**config.mk**
```make
export PLATFORM = sky130hd
export DESIGN_NAME = template_to_script_converter
export DESIGN_NICKNAME = d
export VERILOG_FILES = /design/src/rtl/core/tcv_pkg.sv /design/src/rtl/core/tcv_front.sv /design/src/rtl/core/tcv_fifo.sv /design/src/rtl/core/tcv_back.sv /design/src/rtl/core/template_to_script_converter.sv
export SDC_FILE = /design/constraint.sdc
export NUM_CORES = 1
export LEC_CHECK = 0
export ABC_CLOCK_PERIOD_IN_PS = 10050
export BUFFER_PORTS_ARGS = -buffer_cell sky130_fd_sc_hd__buf_2
export CORE_MARGIN = 1
export CORE_UTILIZATION = 42
export CTS_BUF_LIST = sky130_fd_sc_hd__clkbuf_8
export DETAILED_ROUTE_END_ITERATION = 10
export HOLD_SLACK_MARGIN = 0.03
export SLEW_MARGIN = 0
export SYNTH_ARGS = -nofsm -noshare
export SYNTH_HDL_FRONTEND = slang
export SYNTH_SLANG_ARGS = --single-unit
```
**constraint.sdc**
```tcl
create_clock -name i_clk -period 10.05 [get_ports i_clk]
set_clock_uncertainty 0.15 [all_clocks]
set_input_delay 2.01 -clock i_clk [delete_from_list [all_inputs] [get_ports i_clk]]
set_output_delay 2.01 -clock i_clk [all_outputs]
set_load 0.005 [all_outputs]
```
**src/rtl/core/tcv_pkg.sv**
```systemverilog
// tcv_pkg: shared constants, token type and expansion tables of the converter
package tcv_pkg;

    localparam int DELIM_MAX = 4;
    localparam int LEN_CAP   = (DELIM_MAX < 4) ? DELIM_MAX : 4;
    localparam int QDEPTH    = 4;

    localparam logic [1:0] CFG_BEGIN_DELIM = 2'd0;
    localparam logic [1:0] CFG_BEGIN_LEN   = 2'd1;
    localparam logic [1:0] CFG_END_DELIM   = 2'd2;
    localparam logic [1:0] CFG_END_LEN     = 2'd3;

    typedef enum logic [2:0] {
        K_PRE   = 3'd0,
        K_TEXT  = 3'd1,
        K_CODE  = 3'd2,
        K_CLOSE = 3'd3,
        K_MARK  = 3'd4
    } t_kind;

    typedef struct packed {
        t_kind      kind;
        logic       open;
        logic [7:0] ch;
    } t_tok;

    typedef enum logic [4:0] {
        S_IDLE = 5'b00001,
        S_PRE  = 5'b00010,
        S_STEP = 5'b00100,
        S_TAIL = 5'b01000,
        S_MARK = 5'b10000
    } t_fstate;

    function automatic logic [2:0] eff_len(input logic [2:0] r);
        logic [2:0] v;
        v = r;
        if (v == 3'd0) v = 3'd1;
        if (v > 3'(LEN_CAP)) v = 3'(LEN_CAP);
        return v;
    endfunction

    function automatic logic [7:0] pre_byte(input logic [2:0] i);
        case (i)
            3'd0:    return "$";
            3'd1:    return "|";
            3'd2:    return " ";
            3'd3:    return "=";
            3'd4:    return " ";
            3'd5:    return "1";
            default: return ";";
        endcase
    endfunction

    function automatic logic [7:0] print_byte(input logic [2:0] i);
        case (i)
            3'd0:    return "p";
            3'd1:    return "r";
            3'd2:    return "i";
            3'd3:    return "n";
            3'd4:    return "t";
            3'd5:    return " ";
            default: return "\"";
        endcase
    endfunction

    function automatic logic [7:0] nl_byte(input logic [2:0] i);
        case (i)
            3'd0:    return "\\";
            3'd1:    return "n";
            3'd2:    return "\"";
            3'd3:    return ";";
            default: return "\n";
        endcase
    endfunction

    function automatic logic [4:0] esc_len(input logic [7:0] ch);
        if (ch inside {"\"", "@", "$", "\\", "\t"}) return 5'd2;
        else if (ch == "\n") return 5'd12;
        else return 5'd1;
    endfunction

    function automatic logic [7:0] esc_byte(input logic [7:0] ch, input logic [4:0] j);
        logic [4:0] k;
        k = j - 5'd5;
        if (ch inside {"\"", "@", "$", "\\"}) return (j == 5'd0) ? 8'("\\") : ch;
        else if (ch == "\t") return (j == 5'd0) ? 8'("\\") : 8'("t");
        else if (ch == "\n") return (j < 5'd5) ? nl_byte(j[2:0]) : print_byte(k[2:0]);
        else return ch;
    endfunction

    function automatic logic [4:0] tok_len(input t_tok t);
        case (t.kind)
            K_PRE:   return 5'd7;
            K_TEXT:  return (t.open ? 5'd7 : 5'd0) + esc_len(t.ch);
            K_CLOSE: return 5'd2;
            default: return 5'd1;
        endcase
    endfunction

    function automatic logic [7:0] tok_byte(input t_tok t, input logic [4:0] idx);
        logic [4:0] j;
        j = t.open ? (idx - 5'd7) : idx;
        case (t.kind)
            K_PRE:   return pre_byte(idx[2:0]);
            K_TEXT:  return (t.open && idx < 5'd7) ? print_byte(idx[2:0]) : esc_byte(t.ch, j);
            K_CLOSE: return (idx == 5'd0) ? 8'("\"") : 8'(";");
            default: return t.ch;
        endcase
    endfunction

endpackage

```
**src/rtl/core/tcv_front.sv**
```systemverilog
// tcv_front: accepts document bytes, resolves delimiters and queues tokens
module tcv_front (
    input  logic            i_clk,
    input  logic            i_rst_n,
    input  logic            i_valid,
    output logic            o_stall,
    input  logic [7:0]      i_byte,
    input  logic            i_eoi,
    input  logic            i_cfg_valid,
    output logic            o_cfg_ready,
    input  logic [1:0]      i_cfg_index,
    input  logic [31:0]     i_cfg_data,
    output logic            o_push,
    output tcv_pkg::t_tok   o_tok,
    input  logic            i_q_full
);

    tcv_pkg::t_fstate r_state, n_state;
    logic [31:0] r_bdelim, r_edelim;
    logic [2:0]  r_blen, r_elen;
    logic        r_started, n_started;
    logic        r_in_code, n_in_code;
    logic        r_skip, n_skip;
    logic        r_seg, n_seg;
    logic        r_inq, n_inq;
    logic [7:0]  r_prev, n_prev;
    logic [7:0]  r_held [3], n_held [3];
    logic [1:0]  r_hcnt, n_hcnt;
    logic [7:0]  r_wb [4], n_wb [4];
    logic [2:0]  r_wn, n_wn, r_ws, n_ws;
    logic        r_final, n_final;

    logic        adv, acc, match, quote, m;
    logic [2:0]  rem, len, ix;
    logic [7:0]  x, bl;
    logic [31:0] d;

    assign o_cfg_ready = 1'b1;
    assign adv = !i_q_full;
    assign o_stall = (r_state != tcv_pkg::S_IDLE) && !(r_state == tcv_pkg::S_MARK && adv);
    assign acc = i_valid && !o_stall;

    always_ff @(posedge i_clk) begin
        if (!i_rst_n) begin
            r_bdelim <= 32'd16188;
            r_blen   <= 3'd2;
            r_edelim <= 32'd15905;
            r_elen   <= 3'd2;
        end else if (i_cfg_valid) begin
            case (i_cfg_index)
                tcv_pkg::CFG_BEGIN_DELIM: r_bdelim <= i_cfg_data;
                tcv_pkg::CFG_BEGIN_LEN:   r_blen   <= i_cfg_data[2:0];
                tcv_pkg::CFG_END_DELIM:   r_edelim <= i_cfg_data;
                tcv_pkg::CFG_END_LEN:     r_elen   <= i_cfg_data[2:0];
                default: ;
            endcase
        end
    end

    always_comb begin
        n_state   = r_state;
        n_started = r_started;
        n_in_code = r_in_code;
        n_skip    = r_skip;
        n_seg     = r_seg;
        n_inq     = r_inq;
        n_prev    = r_prev;
        n_held    = r_held;
        n_hcnt    = r_hcnt;
        n_wb      = r_wb;
        n_wn      = r_wn;
        n_ws      = r_ws;
        n_final   = r_final;
        o_push    = 1'b0;
        o_tok     = '{kind: tcv_pkg::K_MARK, open: 1'b0, ch: 8'd0};

        rem   = r_wn - r_ws;
        x     = r_wb[r_ws[1:0]];
        d     = r_in_code ? r_edelim : r_bdelim;
        len   = tcv_pkg::eff_len(r_in_code ? r_elen : r_blen);
        bl    = 8'(r_bdelim >> {tcv_pkg::eff_len(r_blen) - 3'd1, 3'b000});
        quote = (x == "\"") && (r_prev != "\\");
        match = 1'b1;
        for (int i = 0; i < 4; i++) begin
            ix = r_ws + 3'(i);
            if (3'(i) < rem && r_wb[ix[1:0]] != d[8*i +: 8]) match = 1'b0;
        end
        m = !r_final && rem <= len && match && (!r_in_code || (!r_inq && !quote));

        case (r_state)
            tcv_pkg::S_PRE: begin
                if (adv) begin
                    o_push     = 1'b1;
                    o_tok.kind = tcv_pkg::K_PRE;
                    n_state    = tcv_pkg::S_STEP;
                end
            end
            tcv_pkg::S_STEP: begin
                if (adv) begin
                    if (r_ws >= r_wn) begin
                        n_state = r_final ? tcv_pkg::S_TAIL : tcv_pkg::S_MARK;
                    end else if (m) begin
                        n_state = tcv_pkg::S_MARK;
                        if (rem == len) begin
                            if (!r_in_code) begin
                                if (r_seg) begin
                                    o_push     = 1'b1;
                                    o_tok.kind = tcv_pkg::K_CLOSE;
                                end
                                n_seg     = 1'b0;
                                n_in_code = 1'b1;
                                n_skip    = 1'b1;
                                n_inq     = 1'b0;
                                n_prev    = bl;
                            end else begin
                                n_in_code = 1'b0;
                            end
                        end else begin
                            for (int k = 0; k < 3; k++) begin
                                ix = r_ws + 3'(k);
                                n_held[k] = r_wb[ix[1:0]];
                            end
                            n_hcnt = rem[1:0];
                        end
                    end else begin
                        o_push   = 1'b1;
                        o_tok.ch = x;
                        if (!r_in_code) begin
                            o_tok.kind = tcv_pkg::K_TEXT;
                            o_tok.open = !r_seg;
                            n_seg      = 1'b1;
                        end else begin
                            o_tok.kind = tcv_pkg::K_CODE;
                            if (quote) n_inq = !r_inq;
                            n_prev = x;
                        end
                        n_ws = r_ws + 3'd1;
                        if (r_ws + 3'd1 == r_wn)
                            n_state = r_final ? tcv_pkg::S_TAIL : tcv_pkg::S_MARK;
                    end
                end
            end
            tcv_pkg::S_TAIL: begin
                if (adv) begin
                    if (!r_in_code && r_seg) begin
                        o_push     = 1'b1;
                        o_tok.kind = tcv_pkg::K_CLOSE;
                    end
                    n_started = 1'b0;
                    n_in_code = 1'b0;
                    n_skip    = 1'b0;
                    n_seg     = 1'b0;
                    n_inq     = 1'b0;
                    n_prev    = 8'd0;
                    n_hcnt    = 2'd0;
                    n_state   = tcv_pkg::S_MARK;
                end
            end
            tcv_pkg::S_MARK: begin
                if (adv) begin
                    o_push  = 1'b1;
                    n_state = tcv_pkg::S_IDLE;
                end
            end
            default: ;
        endcase

        if (acc) begin
            n_state   = n_started ? tcv_pkg::S_STEP : tcv_pkg::S_PRE;
            n_started = 1'b1;
            n_final   = i_eoi;
            n_ws      = 3'd0;
            n_wb[0]   = n_held[0];
            n_wb[1]   = n_held[1];
            n_wb[2]   = n_held[2];
            if (i_eoi) begin
                n_wn   = {1'b0, n_hcnt};
                n_hcnt = 2'd0;
            end else if (n_in_code && n_skip && (i_byte == " " || i_byte == "\t")) begin
                n_prev = i_byte;
                n_wn   = 3'd0;
            end else begin
                n_skip         = 1'b0;
                n_wb[n_hcnt]   = i_byte;
                n_wn           = {1'b0, n_hcnt} + 3'd1;
                n_hcnt         = 2'd0;
            end
        end
    end

    always_ff @(posedge i_clk) begin
        if (!i_rst_n) begin
            r_state   <= tcv_pkg::S_IDLE;
            r_started <= 1'b0;
            r_in_code <= 1'b0;
            r_skip    <= 1'b0;
            r_seg     <= 1'b0;
            r_inq     <= 1'b0;
            r_prev    <= 8'd0;
            r_hcnt    <= 2'd0;
            r_wn      <= 3'd0;
            r_ws      <= 3'd0;
            r_final   <= 1'b0;
        end else begin
            r_state   <= n_state;
            r_started <= n_started;
            r_in_code <= n_in_code;
            r_skip    <= n_skip;
            r_seg     <= n_seg;
            r_inq     <= n_inq;
            r_prev    <= n_prev;
            r_hcnt    <= n_hcnt;
            r_wn      <= n_wn;
            r_ws      <= n_ws;
            r_final   <= n_final;
        end
    end

    always_ff @(posedge i_clk) begin
        r_held <= n_held;
        r_wb   <= n_wb;
    end

`ifndef ASSERT_OFF
    a_acc_busy: assert property (@(posedge i_clk) disable iff (!i_rst_n)
        acc |=> r_state != tcv_pkg::S_IDLE) else $error("accepted item left front idle");
    a_code_closed: assert property (@(posedge i_clk) disable iff (!i_rst_n)
        r_in_code |-> !r_seg) else $error("print open inside code block");
    a_skip_code: assert property (@(posedge i_clk) disable iff (!i_rst_n)
        r_skip |-> r_in_code) else $error("blank skipping outside code block");
`endif

endmodule

```
**src/rtl/core/tcv_fifo.sv**
```systemverilog
// tcv_fifo: short token queue between the front and back parts
module tcv_fifo (
    input  logic            i_clk,
    input  logic            i_rst_n,
    input  logic            i_push,
    input  tcv_pkg::t_tok   i_tok,
    output logic            o_full,
    input  logic            i_pop,
    output logic            o_empty,
    output tcv_pkg::t_tok   o_head
);

    tcv_pkg::t_tok r_mem [tcv_pkg::QDEPTH];
    logic [$clog2(tcv_pkg::QDEPTH)-1:0] r_wp, r_rp;
    logic [$clog2(tcv_pkg::QDEPTH):0]   r_cnt;
    logic do_push, do_pop;

    assign o_full  = (r_cnt == ($clog2(tcv_pkg::QDEPTH)+1)'(tcv_pkg::QDEPTH));
    assign o_empty = (r_cnt == '0);
    assign o_head  = r_mem[r_rp];
    assign do_push = i_push && !o_full;
    assign do_pop  = i_pop && !o_empty;

    always_ff @(posedge i_clk) begin
        if (!i_rst_n) begin
            r_wp  <= '0;
            r_rp  <= '0;
            r_cnt <= '0;
        end else begin
            if (do_push) r_wp <= r_wp + 1'b1;
            if (do_pop)  r_rp <= r_rp + 1'b1;
            r_cnt <= r_cnt + (do_push ? 1'b1 : 1'b0) - (do_pop ? 1'b1 : 1'b0);
        end
    end

    always_ff @(posedge i_clk) begin
        if (do_push) r_mem[r_wp] <= i_tok;
    end

endmodule

```
**src/rtl/core/tcv_back.sv**
```systemverilog
// tcv_back: expands tokens into script bytes and marks the last byte of each item
module tcv_back (
    input  logic            i_clk,
    input  logic            i_rst_n,
    input  tcv_pkg::t_tok   i_head,
    input  logic            i_empty,
    output logic            o_pop,
    output logic            o_valid,
    input  logic            i_stall,
    output logic [7:0]      o_byte,
    output logic            o_last
);

    logic [4:0] r_idx, n_idx, len;
    logic [7:0] bt, r_pb, n_pb, r_ob, n_ob;
    logic       r_pv, n_pv, r_pl, n_pl, r_ov, n_ov, r_ol, n_ol;
    logic       e_byte, e_mark, out_free, pend_go, take;

    assign len    = tcv_pkg::tok_len(i_head);
    assign bt     = tcv_pkg::tok_byte(i_head, r_idx);
    assign e_byte = !i_empty && (i_head.kind != tcv_pkg::K_MARK);
    assign e_mark = !i_empty && (i_head.kind == tcv_pkg::K_MARK);
    assign o_valid = r_ov;
    assign o_byte  = r_ob;
    assign o_last  = r_ol;

    always_comb begin
        out_free = !r_ov || !i_stall;
        pend_go  = r_pv && (r_pl || e_byte) && out_free;
        take     = e_byte ? (!r_pv || pend_go) :
                   e_mark ? (!r_pv || !r_pl || pend_go) : 1'b0;
        o_pop    = take && (r_idx == len - 5'd1);
        n_idx    = r_idx;
        if (take) n_idx = o_pop ? 5'd0 : r_idx + 5'd1;

        n_pv = r_pv;
        n_pl = r_pl;
        n_pb = r_pb;
        if (pend_go) n_pv = 1'b0;
        if (take && e_byte) begin
            n_pv = 1'b1;
            n_pb = bt;
            n_pl = 1'b0;
        end else if (take && e_mark && r_pv && !r_pl) begin
            n_pl = 1'b1;
        end

        n_ov = r_ov;
        n_ob = r_ob;
        n_ol = r_ol;
        if (out_free) begin
            n_ov = pend_go;
            n_ob = r_pb;
            n_ol = r_pl;
        end
    end

    always_ff @(posedge i_clk) begin
        if (!i_rst_n) begin
            r_idx <= 5'd0;
            r_pv  <= 1'b0;
            r_pl  <= 1'b0;
            r_ov  <= 1'b0;
        end else begin
            r_idx <= n_idx;
            r_pv  <= n_pv;
            r_pl  <= n_pl;
            r_ov  <= n_ov;
        end
    end

    always_ff @(posedge i_clk) begin
        r_pb <= n_pb;
        r_ob <= n_ob;
        r_ol <= n_ol;
    end

endmodule

```
**src/rtl/core/template_to_script_converter.sv**
```systemverilog
// template_to_script_converter: template document bytes in, script source bytes out
//
//  channel | direction | handshake                   | payload
//  in      | in        | i_in_valid / o_in_stall     | i_in_byte, i_end_of_input
//  out     | out       | o_out_valid / i_out_stall   | o_out_byte, o_run_last
//  cfg     | in        | i_cfg_valid / o_cfg_ready   | i_cfg_index, i_cfg_data
//
// the front stalls its input while it works on an item and takes the next item
// once its mark is queued; held delimiter bytes are replayed, and a preamble or
// an end of document adds a state; the back emits one byte per cycle unless stalled
// a 4-entry token queue lets front and back stall on their own
// synchronous active-low reset returns to text mode with the preamble pending
module template_to_script_converter (
    input  logic        i_clk,
    input  logic        i_rst_n,
    input  logic        i_in_valid,
    output logic        o_in_stall,
    input  logic [7:0]  i_in_byte,
    input  logic        i_end_of_input,
    output logic        o_out_valid,
    input  logic        i_out_stall,
    output logic [7:0]  o_out_byte,
    output logic        o_run_last,
    input  logic        i_cfg_valid,
    output logic        o_cfg_ready,
    input  logic [1:0]  i_cfg_index,
    input  logic [31:0] i_cfg_data
);

    tcv_pkg::t_tok push_tok, head_tok;
    logic          push, q_full, q_empty, pop;

    tcv_front u_front (
        .i_clk       (i_clk),
        .i_rst_n     (i_rst_n),
        .i_valid     (i_in_valid),
        .o_stall     (o_in_stall),
        .i_byte      (i_in_byte),
        .i_eoi       (i_end_of_input),
        .i_cfg_valid (i_cfg_valid),
        .o_cfg_ready (o_cfg_ready),
        .i_cfg_index (i_cfg_index),
        .i_cfg_data  (i_cfg_data),
        .o_push      (push),
        .o_tok       (push_tok),
        .i_q_full    (q_full)
    );

    tcv_fifo u_fifo (
        .i_clk   (i_clk),
        .i_rst_n (i_rst_n),
        .i_push  (push),
        .i_tok   (push_tok),
        .o_full  (q_full),
        .i_pop   (pop),
        .o_empty (q_empty),
        .o_head  (head_tok)
    );

    tcv_back u_back (
        .i_clk   (i_clk),
        .i_rst_n (i_rst_n),
        .i_head  (head_tok),
        .i_empty (q_empty),
        .o_pop   (pop),
        .o_valid (o_out_valid),
        .i_stall (i_out_stall),
        .o_byte  (o_out_byte),
        .o_last  (o_run_last)
    );

endmodule

```
==> results by group <==
Run status
  • Outcome: complete, no violations

Final layout
  • # nets final: 1354
  • Layout cell share with drive strength beyond 1: 0.161
  • Area growth syn-to-layout: 10.4%
  • Core Util, Final: 0.474
  • Fin cells: 1692
  • N_diodes: 0

Timing
  • Tcrit/Tclk final: 0.643
  • RSZ-0062 raised after global routing: no
  • Worst slew margin: 0.282
  • Minimum clock period: 6460 ps
  • Slew Limit Fails: 0
  • Maximum clock frequency: 155 MHz
  • Hold Fails Final Rpt: 0
  • Worst-Margin Slew: 1080 ps
  • Setup TNS: 0 ps
  • Final setup viols: 0

Logic synthesis
  • Cell Area, Synth: 0.0128 sq mm
  • Post-synth ARST share: 0
  • Syn Nets: 1312
  • Yosys top cell area share: 0.228
  • #FFs+latches synth: 235
  • Cells after Synth: 1227
  • Ys Warns: 0
  • Post-synth top area cell: edfxtp_1
  • Synth Area per Inst: 10.4 sq um
  • Sequential share of the synthesized area: 0.444
  • Post-synth EDFFs: 97
  • Synth unique cells: 95
  • Top post-synthesis cells by area: edfxtp_1 (23%), dfxtp_1 (22%), mux4_2 (8.1%)
  • Top FF cell, synth: dfxtp_1

Setup path
  • Crit Path Class: flop to flop
  • FF-to-FF Start: u_front.r_ws[0]
  • CP endpoint kind: flop
  • Arr. time, crit path: 6480 ps
  • CP startpoint kind: flop
  • Worst reg2reg setup slack: 3590 ps
  • Reg2Reg Depth: 11
  • Critical Path Start: u_front.r_ws[0]
  • Required @ worst endpoint: 10060 ps
  • Critical Path Fanout Max: 35

CTS
  • TritonCTS clock tree: done
  • Clk_lat worst skew: 560 ps
  • Num CTS Buffers: 41
  • H-tree levels: 2
  • Sink Count: 235
  • Root buf cell: clkbuf_8
  • Post-cts resize count: 0
  • Max Buffers Root-to-Sink: 3
  • Post-CTS setup buffers: 0
  • # hold bufs at CTS: 0
  • Reg clk slew, reported paths: 60 ps

Power and ir drop
  • Pwr/cell area: 203 mW/mm^2
  • Leak: 5.21 nW
  • Total Power: 2.86 mW
  • Max VDD drop: 0.000118 V

Floorplan
  • DIE AREA: 0.0311 sq mm
  • Die W: 176 um
  • # IOs: 60
  • Standard-cell rows: 63
  • Die height: 176 um
  • Core area: 0.0298 sq mm
  • Initial Util: 0.429

Placed design
  • Placed insts: 1616
  • GPL Wtd Cong: 0.886
  • Port Buf Inserts: 58
  • Post-DP HPWL: 23.3 mm

Route
  • Router iterations before antenna repair: 5
  • Via count: 9689
  • Via/cell ratio: 5.73
  • Residual DRC count: 0
  • Routed WL: 33.1 mm
  • Post-route ant nets: 0
  • DRT iter0 DRCs: 819
  • DR WL/cell: 19.6 um

Global routing
  • All-Layer GR Usage: 0.217
  • Vias in the first global route: 9595
  • Initial antenna violation count: 1
  • First-pass GRT wire length: 52.6 mm
  • GRT overflow: 0
  • Largest net degree at the start of global routing: 76

Run
  • Count of max-cap constraint violations: 0

Worst hold path
  • Hold WC Path Type: flop to flop
==> cell usage after synthesis (all sizes together), types with 3 or more instances <==
master / n
mux2: 51
nor2: 66
a22oi: 4
and2b: 3
a21oi: 105
or4: 3
xnor2: 42
fa: 3
nor3: 12
clkbuf: 40
buf: 26
inv: 43
nand4: 8
or2: 4
dfxtp: 138
edfxtp: 97
a31oi: 15
mux4: 52
nand3b: 7
a21o: 5
o21bai: 4
nand2: 197
nor3b: 3
o31ai: 5
xor2: 7
a2111oi: 7
a221oi: 3
ha: 34
a31o: 4
and2: 19
o311ai: 3
nor4b: 4
nand2b: 12
o211ai: 6
mux2i: 52
a211oi: 4
o21a: 3
nor2b: 11
and3: 6
nor4: 9
o21ai: 32
nand3: 34
or3: 9
a311oi: 4
==> worst min path at each step <==
stage                               from               end  slack [ps]  cells past startpoint
after floorplan           u_back.r_pb[0]  u_back.o_byte[0]         250                      0
after global placement    u_back.r_pb[4]  u_back.o_byte[4]         250                      0
after detailed placement  u_back.r_pb[7]  u_back.o_byte[7]         260                      0
after CTS                 u_back.r_pb[0]  u_back.o_byte[0]         260                      0
after global routing      u_back.r_pb[0]  u_back.o_byte[0]         270                      0
final                     u_back.r_pb[0]  u_back.o_byte[0]         260                      0
==> registers in the layout, indices dropped and copies added, names as in the netlist, 5 cells and up, named ones only <==
signal            cells
u_front.r_prev        8
u_back.o_byte         8
u_front.r_wb         24
u_front.r_bdelim     32
u_front.r_state       5
u_front.r_edelim     32
u_front.r_held       24
u_fifo.r_mem         48
u_back.r_pb           8
u_back.r_idx          5
==> cell type report <==
| cell class | count | area, sq um |
|---|---|---|
| Clock buffer | 44 | 606 |
| Clock inverter | 32 | 199 |
| Fill cell | 2754 | 15700 |
| Inverter | 43 | 161 |
| Multi-Input combinational cell | 883 | 6640 |
| Sequential cell | 235 | 5680 |
| Tap cell | 390 | 488 |
| Timing Repair Buffer | 65 | 343 |
==> power by group <==
part	internal (mW)	switching [mW]
registers	1.15	0.0897
logic	0.314	0.452
clock network	0.460	0.401
==> layout by cell type (no fill, tap or decap), drive strengths merged, types with 15 or more instances in the layout <==
cell | Yosys | final
nand2 | 197 | 197
dfxtp | 138 | 138
o21ai | 32 | 32
clkbuf | 40 | 44
edfxtp | 97 | 97
nand3 | 34 | 34
ha | 34 | 34
mux2i | 52 | 52
inv | 43 | 64
and2 | 19 | 19
mux4 | 52 | 52
nor2 | 66 | 66
xnor2 | 42 | 42
a21oi | 105 | 105
buf | 26 | 65
a31oi | 15 | 15
mux2 | 51 | 51
==> cells by family (layout without fill, tap and decap cells) <==
kind of cell	Yosys count	after routing	share of synthesized area
fa+ha+maj	37	37	0.0380
flops	235	235	0.444
xor+xnor	49	49	0.0336
simple gates	416	416	0.157
compound gates	225	225	0.110
buf+inv	109	184	0.0381
mux	155	155	0.179
other cells	1	1	0.000293
==> through the flow <==
stage | cell area [sq um] | setup slack (ps) | hold slack (ps)
final | 14100 | 3590 | 261
after global routing | 14100 | 2950 | 268
after CTS | 14100 | 3530 | 261
after detailed placement | 13300 | 3580 | 256
after global placement | 13300 | 3680 | 252
after floorplan | 12800 | 4170 | 250
==> worst max-delay path, cell delays in order, from the launching register on <==
cell       delay, ps
dfxtp_2         1000
ha_1             840
mux4_2           630
xnor2_1          150
nor4_1           320
a21oi_1          160
nor3_4           470
nand4_4          590
mux2i_1          570
ha_1             220
inv_1             50
a2111oi_2        900
==> layer usage <==
layer / wire (um) / up-vias / global-route usage
met4: 1240 / 0 / 0.0916
met1: 13700 / 4736 / 0.267
li1: - / 4575 / -
met2: 16400 / 295 / 0.376
met5: 0 / - / 0
met3: 1730 / 83 / 0.0353
No activity file was read; power rests on OpenSTA's default activity.
